**config.mk**
```make
export PLATFORM = sky130hd
export DESIGN_NAME = pdf_literal_string_decoder_core
export DESIGN_NICKNAME = d
export VERILOG_FILES = /design/src/rtl/core/plsd_pkg.sv /design/src/rtl/core/pdf_literal_string_decoder_core.sv /design/src/rtl/core/plsd_decode.sv /design/src/rtl/core/plsd_rspq.sv
export SDC_FILE = /design/constraint.sdc
export NUM_CORES = 1
export LEC_CHECK = 0
export BUFFER_PORTS_ARGS = -buffer_cell sky130_fd_sc_hd__buf_2
export CORE_UTILIZATION = 40
export CTS_BUF_LIST = sky130_fd_sc_hd__clkbuf_8 sky130_fd_sc_hd__clkbuf_16
export CTS_CLUSTER_DIAMETER = 120
export CTS_CLUSTER_SIZE = 14
export DETAILED_ROUTE_END_ITERATION = 6
export HOLD_SLACK_MARGIN = 0.05
export PLACE_DENSITY = 0.61
export SYNTH_ARGS = -nofsm -noshare
export SYNTH_HDL_FRONTEND = slang
export SYNTH_SLANG_ARGS = --single-unit
```
**constraint.sdc**
```tcl
create_clock -name clock -period 6.31 [get_ports clock]
set_clock_uncertainty 0.2 [all_clocks]
set_input_delay 1.262 -clock clock [delete_from_list [all_inputs] [get_ports clock]]
set_output_delay 1.262 -clock clock [all_outputs]
set_load 0.02 [all_outputs]
```
**src/rtl/core/plsd_pkg.sv**
```systemverilog
// ----------------------------------------------------------------------------
// plsd_pkg
// Shared types and constants of the PDF literal string decoder.
// ----------------------------------------------------------------------------
package plsd_pkg;

   localparam int DEPTH_BITS = 8;

   typedef struct packed {
      logic [7:0] in_byte;
      logic       end_of_input;
   } req_type;

   typedef struct packed {
      logic [7:0] out_byte;
      logic       byte_valid;
      logic       done_res;
      logic [2:0] status;
      logic       last;
   } rsp_type;

   localparam logic [2:0] STATUS_OK       = 3'd0;
   localparam logic [2:0] STATUS_EOI      = 3'd1;
   localparam logic [2:0] STATUS_OCTAL    = 3'd2;
   localparam logic [2:0] STATUS_BAD_ESC  = 3'd3;
   localparam logic [2:0] STATUS_NEST     = 3'd4;

   typedef enum logic [3:0] {
      MODE_PLAIN = 4'b0001,
      MODE_ESC   = 4'b0010,
      MODE_OCT1  = 4'b0100,
      MODE_OCT2  = 4'b1000
   } mode_type;

   localparam logic [7:0] CH_OPEN   = 8'h28;
   localparam logic [7:0] CH_CLOSE  = 8'h29;
   localparam logic [7:0] CH_BSLASH = 8'h5C;
   localparam logic [7:0] CH_N      = 8'h6E;
   localparam logic [7:0] CH_R      = 8'h72;
   localparam logic [7:0] CH_T      = 8'h74;
   localparam logic [7:0] CH_B      = 8'h62;
   localparam logic [7:0] CH_F      = 8'h66;
   localparam logic [7:0] CH_CR     = 8'h0D;
   localparam logic [7:0] CH_LF     = 8'h0A;
   localparam logic [7:0] CTL_HT    = 8'h09;
   localparam logic [7:0] CTL_BS    = 8'h08;
   localparam logic [7:0] CTL_FF    = 8'h0C;
   localparam logic [4:0] OCT_PREFIX = 5'b00110;

endpackage

```
**src/rtl/core/pdf_literal_string_decoder_core.sv**
```systemverilog
// ----------------------------------------------------------------------------
// pdf_literal_string_decoder_core
// Decodes a PDF literal string body, one raw byte per transfer.
//
//   channel  dir  payload             transfer when
//   req      in   plsd_pkg::req_type  req_valid & !req_stall
//   rsp      out  plsd_pkg::rsp_type  rsp_valid & !rsp_stall
//
// One byte per cycle while the result queue has room; a byte passes the input
// register, then the decode writes the result queue, which drives rsp directly.
// A byte other than a backslash that closes a short octal run gives two
// results; the queue absorbs them.
// Synchronous reset clears decode state and the queue.
// rsp_stall backs up into req_stall once the queue holds three results.
// ----------------------------------------------------------------------------
module pdf_literal_string_decoder_core #(
   parameter int DEPTH_BITS = plsd_pkg::DEPTH_BITS
) (
   input  logic              clock,
   input  logic              reset,
   input  logic              req_valid,
   output logic              req_stall,
   input  plsd_pkg::req_type req_data,
   output logic              rsp_valid,
   input  logic              rsp_stall,
   output plsd_pkg::rsp_type rsp_data
);

   logic              in_vld_ff, in_vld_in;
   plsd_pkg::req_type in_ff;
   logic              room, fire, take;
   plsd_pkg::rsp_type res0, res1;
   logic [1:0]        res_count;

   assign fire      = in_vld_ff & room;
   assign req_stall = in_vld_ff & ~room;
   assign take      = req_valid & ~req_stall;
   assign in_vld_in = take | (in_vld_ff & ~fire);

   always_ff @(posedge clock) begin
      if (reset) begin
         in_vld_ff <= 1'b0;
      end else begin
         in_vld_ff <= in_vld_in;
      end
   end

   always_ff @(posedge clock) begin
      if (take) begin
         in_ff <= req_data;
      end
   end

   plsd_decode #(
      .DEPTH_BITS(DEPTH_BITS)
   ) u_decode (
      .clock    (clock),
      .reset    (reset),
      .fire     (fire),
      .item     (in_ff),
      .res0     (res0),
      .res1     (res1),
      .res_count(res_count)
   );

   plsd_rspq u_rspq (
      .clock     (clock),
      .reset     (reset),
      .push_count(fire ? res_count : 2'd0),
      .push0     (res0),
      .push1     (res1),
      .room      (room),
      .rsp_valid (rsp_valid),
      .rsp_stall (rsp_stall),
      .rsp_data  (rsp_data)
   );

endmodule

```
**src/rtl/core/plsd_decode.sv**
```systemverilog
// ----------------------------------------------------------------------------
// plsd_decode
// Escape, octal and nesting state with the decode logic for one byte.
// ----------------------------------------------------------------------------
module plsd_decode #(
   parameter int DEPTH_BITS = plsd_pkg::DEPTH_BITS
) (
   input  logic              clock,
   input  logic              reset,
   input  logic              fire,
   input  plsd_pkg::req_type item,
   output plsd_pkg::rsp_type res0,
   output plsd_pkg::rsp_type res1,
   output logic [1:0]        res_count
);

   plsd_pkg::mode_type    mode_ff, mode_in;
   logic [5:0]            oct_ff, oct_in;
   logic [DEPTH_BITS-1:0] depth_ff, depth_in;

   logic [7:0]            c;
   logic                  is_oct;
   logic [8:0]            oct_sum;
   logic                  rearm;

   logic                  p_emit, p_done, p_esc;
   logic [2:0]            p_status;
   logic [DEPTH_BITS-1:0] p_depth;
   plsd_pkg::rsp_type     p_res;

   function automatic plsd_pkg::rsp_type make_rsp(logic [7:0] b, logic v, logic d,
                                                  logic [2:0] s);
      plsd_pkg::rsp_type r;
      r.out_byte   = v ? b : 8'd0;
      r.byte_valid = v;
      r.done_res   = d;
      r.status     = s;
      r.last       = 1'b0;
      return r;
   endfunction

   assign c       = item.in_byte;
   assign is_oct  = (c[7:3] == plsd_pkg::OCT_PREFIX);
   assign oct_sum = {oct_ff, c[2:0]};

   // plain-text handling of the current byte
   always_comb begin
      p_emit   = 1'b0;
      p_done   = 1'b0;
      p_esc    = 1'b0;
      p_status = plsd_pkg::STATUS_OK;
      p_depth  = depth_ff;
      if (c == plsd_pkg::CH_CLOSE) begin
         if (depth_ff != '0) begin
            p_depth = depth_ff - 1'b1;
            p_emit  = 1'b1;
         end else begin
            p_done = 1'b1;
         end
      end else if (c == plsd_pkg::CH_OPEN) begin
         if (&depth_ff) begin
            p_done   = 1'b1;
            p_status = plsd_pkg::STATUS_NEST;
         end else begin
            p_depth = depth_ff + 1'b1;
            p_emit  = 1'b1;
         end
      end else if (c == plsd_pkg::CH_BSLASH) begin
         p_esc = 1'b1;
      end else begin
         p_emit = 1'b1;
      end
      p_res = make_rsp(c, p_emit, p_done, p_status);
   end

   always_comb begin
      res0      = make_rsp(8'd0, 1'b0, 1'b0, plsd_pkg::STATUS_OK);
      res1      = make_rsp(8'd0, 1'b0, 1'b0, plsd_pkg::STATUS_OK);
      res_count = 2'd0;
      mode_in   = mode_ff;
      oct_in    = oct_ff;
      depth_in  = depth_ff;
      rearm     = 1'b0;
      if (item.end_of_input) begin
         res0      = make_rsp(8'd0, 1'b0, 1'b1, plsd_pkg::STATUS_EOI);
         res_count = 2'd1;
         rearm     = 1'b1;
      end else begin
         case (mode_ff)
            plsd_pkg::MODE_PLAIN: begin
               if (p_esc) begin
                  mode_in = plsd_pkg::MODE_ESC;
               end else begin
                  res0      = p_res;
                  res_count = 2'd1;
                  depth_in  = p_depth;
                  rearm     = p_done;
               end
            end
            plsd_pkg::MODE_ESC: begin
               mode_in   = plsd_pkg::MODE_PLAIN;
               res_count = 2'd1;
               case (c)
                  plsd_pkg::CH_N: res0 = make_rsp(plsd_pkg::CH_LF, 1'b1, 1'b0,
                                                  plsd_pkg::STATUS_OK);
                  plsd_pkg::CH_R: res0 = make_rsp(plsd_pkg::CH_CR, 1'b1, 1'b0,
                                                  plsd_pkg::STATUS_OK);
                  plsd_pkg::CH_T: res0 = make_rsp(plsd_pkg::CTL_HT, 1'b1, 1'b0,
                                                  plsd_pkg::STATUS_OK);
                  plsd_pkg::CH_B: res0 = make_rsp(plsd_pkg::CTL_BS, 1'b1, 1'b0,
                                                  plsd_pkg::STATUS_OK);
                  plsd_pkg::CH_F: res0 = make_rsp(plsd_pkg::CTL_FF, 1'b1, 1'b0,
                                                  plsd_pkg::STATUS_OK);
                  plsd_pkg::CH_OPEN, plsd_pkg::CH_CLOSE, plsd_pkg::CH_BSLASH:
                     res0 = make_rsp(c, 1'b1, 1'b0, plsd_pkg::STATUS_OK);
                  plsd_pkg::CH_CR, plsd_pkg::CH_LF: res_count = 2'd0;
                  default: begin
                     if (is_oct) begin
                        res_count = 2'd0;
                        oct_in    = {3'd0, c[2:0]};
                        mode_in   = plsd_pkg::MODE_OCT1;
                     end else begin
                        res0  = make_rsp(8'd0, 1'b0, 1'b1, plsd_pkg::STATUS_BAD_ESC);
                        rearm = 1'b1;
                     end
                  end
               endcase
            end
            plsd_pkg::MODE_OCT1, plsd_pkg::MODE_OCT2: begin
               if (is_oct) begin
                  if (mode_ff == plsd_pkg::MODE_OCT1) begin
                     oct_in  = oct_sum[5:0];
                     mode_in = plsd_pkg::MODE_OCT2;
                  end else begin
                     mode_in   = plsd_pkg::MODE_PLAIN;
                     oct_in    = 6'd0;
                     res_count = 2'd1;
                     if (oct_sum[8]) begin
                        res0  = make_rsp(8'd0, 1'b0, 1'b1, plsd_pkg::STATUS_OCTAL);
                        rearm = 1'b1;
                     end else begin
                        res0 = make_rsp(oct_sum[7:0], 1'b1, 1'b0, plsd_pkg::STATUS_OK);
                     end
                  end
               end else begin
                  // short octal run: flush it, then the byte as plain text
                  res0      = make_rsp({2'd0, oct_ff}, 1'b1, 1'b0, plsd_pkg::STATUS_OK);
                  res_count = 2'd1;
                  mode_in   = plsd_pkg::MODE_PLAIN;
                  oct_in    = 6'd0;
                  if (p_esc) begin
                     mode_in = plsd_pkg::MODE_ESC;
                  end else begin
                     res1      = p_res;
                     res_count = 2'd2;
                     depth_in  = p_depth;
                     rearm     = p_done;
                  end
               end
            end
            default: begin
               mode_in = plsd_pkg::MODE_PLAIN;
            end
         endcase
      end
      if (res_count == 2'd1) res0.last = 1'b1;
      if (res_count == 2'd2) res1.last = 1'b1;
      if (rearm) begin
         mode_in  = plsd_pkg::MODE_PLAIN;
         oct_in   = 6'd0;
         depth_in = '0;
      end
   end

   always_ff @(posedge clock) begin
      if (reset) begin
         mode_ff  <= plsd_pkg::MODE_PLAIN;
         oct_ff   <= 6'd0;
         depth_ff <= '0;
      end else if (fire) begin
         mode_ff  <= mode_in;
         oct_ff   <= oct_in;
         depth_ff <= depth_in;
      end
   end

endmodule

```
**src/rtl/core/plsd_rspq.sv**
```systemverilog
// ----------------------------------------------------------------------------
// plsd_rspq
// Four-entry result queue; takes up to two results a cycle, gives one unless stalled.
// ----------------------------------------------------------------------------
module plsd_rspq (
   input  logic              clock,
   input  logic              reset,
   input  logic [1:0]        push_count,
   input  plsd_pkg::rsp_type push0,
   input  plsd_pkg::rsp_type push1,
   output logic              room,
   output logic              rsp_valid,
   input  logic              rsp_stall,
   output plsd_pkg::rsp_type rsp_data
);

   localparam int QDEPTH = 4;
   localparam int PW     = $clog2(QDEPTH);

   plsd_pkg::rsp_type mem_ff [QDEPTH];
   logic [PW-1:0]     wr_ptr_ff, wr_ptr_in;
   logic [PW-1:0]     rd_ptr_ff, rd_ptr_in;
   logic [PW:0]       count_ff, count_in;
   logic              pop;

   assign room      = (count_ff <= (PW+1)'(QDEPTH - 2));
   assign rsp_valid = (count_ff != '0);
   assign rsp_data  = mem_ff[rd_ptr_ff];
   assign pop       = rsp_valid & ~rsp_stall;

   assign wr_ptr_in = wr_ptr_ff + PW'(push_count);
   assign rd_ptr_in = rd_ptr_ff + PW'(pop);
   assign count_in  = count_ff + (PW+1)'(push_count) - (PW+1)'(pop);

   always_ff @(posedge clock) begin
      if (push_count != 2'd0) mem_ff[wr_ptr_ff] <= push0;
      if (push_count == 2'd2) mem_ff[wr_ptr_ff + PW'(1)] <= push1;
   end

   always_ff @(posedge clock) begin
      if (reset) begin
         wr_ptr_ff <= '0;
         rd_ptr_ff <= '0;
         count_ff  <= '0;
      end else begin
         wr_ptr_ff <= wr_ptr_in;
         rd_ptr_ff <= rd_ptr_in;
         count_ff  <= count_in;
      end
   end

endmodule

```
# Yosys cells after proc, flatten, opt, wreduce, memory -nomap -nowiden
# Memory sizes are Yosys's and may differ from the RTL's. A register that Yosys moved wholly into a read port is not among the register bits.
# Index checks and enable logic that the tools add are counted.
dict set report word_totals {
  reg_bits 35
  mem_bits_rw 56
  output_inout_bits 16
  elab_cells 141
  memories 1
}
# name depth word_bits rd rd_clocked_by_memory_dff wr line
set mem_list {}
lappend mem_list {u_rspq.mem_ff 4 14 1 1 2 plsd_rspq.sv:20} ;# plsd_pkg::rsp_type mem_ff [QDEPTH];
dict set report op_classes {
  n_addsub 7
  order_cmp 1
  n_eq_ne 23
  muxes 76
  bitwise 10
  reduce_logical 14
}
# operator count
set op_table {}
lappend op_table {{2-to-1 mux 14 bit} 8}
lappend op_table {{one-hot mux 14 bit (7 select lines)} 1}
lappend op_table {{2-to-1 mux 8 bit} 9}
lappend op_table {{== test 8 x 7 -> 1 bit (second input constant)} 6}
lappend op_table {{one-hot mux 14 bit (3 select lines)} 1}
lappend op_table {{2-to-1 mux 6 bit} 6}
lappend op_table {{2-to-1 mux 1 bit} 28}
lappend op_table {{2-to-1 mux 4 bit} 6}
lappend op_table {{== test 8 x 4 -> 1 bit (second input constant)} 2}
lappend op_table {{== test 8 x 6 -> 1 bit (second input constant)} 2}
lappend op_table {{one-hot mux 8 bit (2 select lines)} 1}
lappend op_table {{2-to-1 mux 2 bit} 6}
lappend op_table {{2-to-1 mux 3 bit} 4}
lappend op_table {{one-hot mux 4 bit (3 select lines)} 1}
lappend op_table {{one-hot mux 6 bit (2 select lines)} 1}
lappend op_table {{OR reduction 10 bit} 1}
lappend op_table {{nonzero test 3 bit} 3}
lappend op_table {{adder 8 x 1 -> 8 bit (second input constant)} 1}
lappend op_table {{AND reduction 8 bit} 1}
lappend op_table {{nonzero test 8 bit} 1}
lappend op_table {{OR reduction 8 bit} 1}
lappend op_table {{subtractor 8 x 1 -> 8 bit (second input constant)} 1}
lappend op_table {{!= test 3 x 1 -> 1 bit (second input constant)} 2}
lappend op_table {{one-hot mux 2 bit (3 select lines)} 1}
lappend op_table {{28 further kinds} 37}

# Longest topological paths before layout
dict set report logic_depth {
  depth_word 12
  depth_mapped 16
}

# Modules after synthesis
# A second synthesis with hierarchy kept.
dict set report unflattened {
  hier_cells 458
  hier_area_um2 5440.2
}
# mod n_inst cells_per_inst area_per_inst_um2 seq_area_each_um2
set by_module_without_submodules {}
lappend by_module_without_submodules {plsd_rspq 1 186 3171.8 1821.7}
lappend by_module_without_submodules {plsd_decode 1 256 1929.4 360.3}
lappend by_module_without_submodules {pdf_literal_string_decoder_core 1 16 339.1 290.3}

# Worst setup path after synthesis
# Ideal clock, no wire load.
dict set report synth_path {
  kind {register -> register}
  startpoint {register in_ff[3] (netlist name)}
  endpoint {register u_rspq.count_ff[2]}
  arrival_ns 3.205
  required_time_ns 5.982
  setup_slack_ns 2.778
  path_stages_with_launch 16
  synth_period_minus_slack_ns 3.532
  cell_sequence {edfxtp_1 and4bb_1 and3_4 buf_6 a211o_1 and2_1 a2111oi_4 nand2b_1 ha_1 inv_1 ha_1 inv_1 fa_1 xnor2_1 xnor2_1 nor2_1}
}
dict set report synth_via {
  elab_chain_cells 11
}
# element line
set synth_rtl {}
lappend synth_rtl {{start: declaration} pdf_literal_string_decoder_core.sv:30} ;# plsd_pkg::req_type in_ff;
lappend synth_rtl {{start signal: assignment} pdf_literal_string_decoder_core.sv:50} ;# in_ff <= req_data;
lappend synth_rtl {{== test 8 x 7 -> 1 bit} {plsd_decode.sv:68, plsd_decode.sv:103}}
lappend synth_rtl {{2-to-1 mux 1 bit} plsd_decode.sv:68} ;# end else if (c == plsd_pkg::CH_BSLASH) begin
lappend synth_rtl {{2-to-1 mux 1 bit} plsd_decode.sv:60} ;# end else if (c == plsd_pkg::CH_OPEN) begin
lappend synth_rtl {{2-to-1 mux 1 bit} plsd_decode.sv:53} ;# if (c == plsd_pkg::CH_CLOSE) begin
lappend synth_rtl {{2-to-1 mux 2 bit} plsd_decode.sv:151} ;# if (p_esc) begin
lappend synth_rtl {{2-to-1 mux 2 bit} plsd_decode.sv:130} ;# if (is_oct) begin
lappend synth_rtl {{one-hot mux 2 bit (3 select lines) (*)} plsd_decode.sv:89} ;# case (mode_ff)
lappend synth_rtl {{2-to-1 mux 2 bit (*)} plsd_decode.sv:84} ;# if (item.end_of_input) begin
lappend synth_rtl {{2-to-1 mux 2 bit (*)} pdf_literal_string_decoder_core.sv:69} ;# .push_count(fire ? res_count : 2'd0),
lappend synth_rtl {{adder 3 x 2 -> 3 bit (*)} plsd_rspq.sv:33} ;# assign count_in = count_ff + (PW+1)'(push_count) - (PW+1)'(pop);
lappend synth_rtl {{subtractor 3 x 1 -> 3 bit (*)} plsd_rspq.sv:33}
lappend synth_rtl {{end signal: assignment} plsd_rspq.sv:48} ;# count_ff <= count_in;
lappend synth_rtl {{end: declaration} plsd_rspq.sv:23} ;# logic [PW:0] count_ff, count_in;
# Every way passes the cells marked *; elsewhere a longest branch is shown, timed or not.
# A chain may end at the register's enable or synchronous reset.

# Worst setup path after layout
dict set report layout_path {
  startpoint {register in_ff[5] (netlist name)}
  endpoint {register u_rspq.count_ff[2]}
}
# The elaborated chain is that of the path after synthesis.

==> flow_summary.json <==
{
  "status": "complete, no violations",
  "yosysMostFrequentCell": "edfxtp_1",
  "clock-sinks": 91,
  "leakagePower_nw": 2.02,
  "grt_max_degree": 41,
  "drt.antenna.violating_nets": 0,
  "cp.required_ns": 6.33,
  "drtIter0Drc": 267,
  "async_flop_share": 0,
  "synth_edf_count": 57,
  "crit_path_max_incr_delay_ns": 0.68,
  "worstSetupPathType": "flip-flop to flip-flop",
  "die_area_sq_um": 14200,
  "max_freq_ghz": 0.237,
  "insertion_delay_ns": 0.36,
  "dpl.hpwl_mm": 10.3,
  "synth-compound-area-share": 0.196,
  "place_congestion": 0.890,
  "drc": 0,
  "ys_seq_elements": 91,
  "synth_ff_type": "edfxtp_1",
  "synth_cell_types": 77,
  "muxShareOfSynthArea": 0.0923,
  "layout.nets": 538,
  "start_kind": "flip-flop",
  "antenna_found_initial": 0,
  "crit_fanout": 15,
  "core_area_sq_um": 13300,
  "wl_per_cell_microns": 19.9,
  "synth_area_sq_um": 5490,
  "hold_viol": 0,
  "path_delay_family": "simple AND/OR/NAND/NOR gates",
  "cts_max_path_buffers": 2,
  "holdCritPathClass": "flip-flop to flip-flop",
  "yosys.area.top_type_share": 0.312,
  "area_growth_syn_to_layout_pct": 9.32,
  "synth_area_leader_cell": "edfxtp_1",
  "min_period_over_period": 0.668,
  "hold_buffers": 0,
  "end_kind": "flip-flop",
  "port_buffers": 28,
  "clk_pin_slew_worst_paths_ns": 0.07,
  "drive_gt1_frac": 0.168,
  "rows": 42,
  "slew_viol_final": 0,
  "synthTopCellsByArea": "edfxtp_1 (31%), dfxtp_1 (12%), mux4_2 (5.7%)",
  "placed_area_sq_um": 5730,
  "ios": 29,
  "crit_chain": "or4b_1 -> nor2_2 -> nor2_1 -> a21o_1 -> a2111oi_4 -> nand2b_1 -> ha_1 -> inv_1 -> ha_1 -> inv_1 -> fa_1 -> xnor2_1 -> xnor2_1 -> nor2_1",
  "htree_levels": 3,
  "grt_use_total": 0.207,
  "yosysWarnings": 0,
  "grt_pass1_vias": 4175,
  "peakVddDrop_mv": 0.122,
  "yosysSeqAreaShare": 0.436,
  "die_height_microns": 119,
  "worst-path-buf-inv": 2,
  "pre_cts_ws_ns": 2.14,
  "crit_arrival_ns": 4.24,
  "synth_xor_area_frac": 0.0223,
  "slew_headroom": 0.295,
  "finalWirelength_mm": 13.8,
  "cts.repair.resized": 0,
  "grt_pass1_wl_mm": 22.6,
  "final_area_sq_um": 6000,
  "power.total_mw": 1.64,
  "cts_tree": "built",
  "start_util": 0.413,
  "vias_per_cell": 5.85,
  "gr-total-overflow": 0,
  "synth_top_family_by_area": "compound AO/OA/AOI/OAI gates",
  "die_w_microns": 119,
  "fin_setup_tns_ns": 0,
  "antenna_cells": 0,
  "cts_setup_buffers": 0,
  "tightest_slew_ns": 1.05,
  "fin_ws_ns": 2.09,
  "drt-pass1-iter-count": 5,
  "synth_area_per_cell_sq_um": 10.9,
  "setup_viol": 0,
  "power.density_nw_per_um2": 274,
  "cts_made_buffers": 9,
  "finalCriticalPeriod_ns": 4.22,
  "max_cap_violations": 0,
  "rsz0062_at_grt": "false",
  "root_buffer": "clkbuf_16",
  "cp_slowest_cell": "edfxtp_1",
  "synthAdderAreaFrac": 0.0323,
  "synthesis.instances": 502,
  "yosys.area_share.simple": 0.188,
  "vias": 4055,
  "syn_nets": 528,
  "ys_top_cells_by_count": "edfxtp_1 (57), nand2_1 (42), dfxtp_1 (34)"
}
[final cells by class]
type,count,area (sq um)
flip-flops and latches,91,2390
clock inverters,6,40.0
multi-input cells,370,2920
fillers,1254,7290
clock buffers,10,239
well taps,176,220
inverters,11,41.3
repair buffers,29,148
[stage by stage]
| stage | hold slack [ns] | utilization | instances |
|---|---|---|---|
| global route | 0.273 | 0.452 | 693 |
| floorplan | 0.225 | - | 502 |
| global placement | 0.235 | 0.431 | 677 |
| CTS | 0.249 | 0.452 | 693 |
| detailed placement | 0.240 | 0.431 | 677 |
| finish | 0.246 | 0.452 | 693 |
[worst register-to-register path, delay by kind of cell (launching register included)]
family | cells | cell delay [ns]
compound gates | 2 | 0.86
xor+xnor | 2 | 0.36
fa+ha+maj | 3 | 0.72
buf+inv | 2 | 0.10
flops | 1 | 0.68
simple gates | 5 | 1.18
[report_power, final]
group	switching (mW)	leakage [nW]	total, mW	internal [mW]
Clock	0.233	0.144	0.511	0.277
Sequential	0.0698	0.782	0.754	0.684
Combinational	0.207	1.10	0.380	0.173
Total	0.510	2.02	1.64	1.13
[worst paths after layout]
path,start,depth (start not counted),slack [ns],endpoint
hold / removal,u_rspq.mem_ff[1][1],2,0.25,u_rspq.mem_ff[1][1]
setup reg to reg,in_ff[5],14,2.09,u_rspq.count_ff[2]
setup / recovery,in_ff[5],14,2.09,u_rspq.count_ff[2]
hold reg to reg,u_rspq.mem_ff[1][1],2,0.25,u_rspq.mem_ff[1][1]
[placed cells by master, fill, tap and decap left out, types with 9 or more instances in the layout]
| cell type | synthesis | layout |
|---|---|---|
| edfxtp_1 | 57 | 57 |
| nand2_1 | 42 | 42 |
| dfxtp_1 | 34 | 34 |
| buf_2 | 10 | 28 |
| nor2_1 | 25 | 25 |
| a22o_1 | 25 | 25 |
| nand2b_1 | 18 | 18 |
| mux2i_1 | 18 | 18 |
| a21oi_1 | 16 | 16 |
| o22ai_1 | 16 | 16 |
| mux4_2 | 14 | 14 |
| o21ai_1 | 12 | 12 |
| inv_1 | 10 | 11 |
| nand3_1 | 11 | 11 |
| nor2b_1 | 11 | 11 |
| xnor2_1 | 11 | 11 |
| ha_1 | 11 | 11 |
| clkbuf_16 | 0 | 9 |
[registers in the layout (all words and copies together), names as in the netlist]
name / flops
u_rspq.wr_ptr_ff: 2
u_decode.depth_ff: 8
u_rspq.mem_ff: 56
in_ff: 9
u_decode.mode_ff: 4
in_vld_ff: 1
u_decode.oct_ff: 6
u_rspq.count_ff: 3
u_rspq.rd_ptr_ff: 2
[layer usage]
| layer | vias to the layer above | wire length, microns | GRT usage | share of wire |
|---|---|---|---|---|
| met5 | - | 0 | 0 | 0 |
| met4 | 0 | 204 | 0.0941 | 0.015 |
| met3 | 16 | 426 | 0.0307 | 0.031 |
| met2 | 81 | 6750 | 0.335 | 0.49 |
| met1 | 1988 | 6430 | 0.274 | 0.47 |
| li1 | 1970 | - | - | - |
[cells by family after synthesis]
kind of cell	after synthesis
flops	91
simple gates	176
mux	33
fa+ha+maj	13
buf+inv	41
compound gates	134
xor+xnor	14
Note: power is estimated with default switching activity, not from simulation.
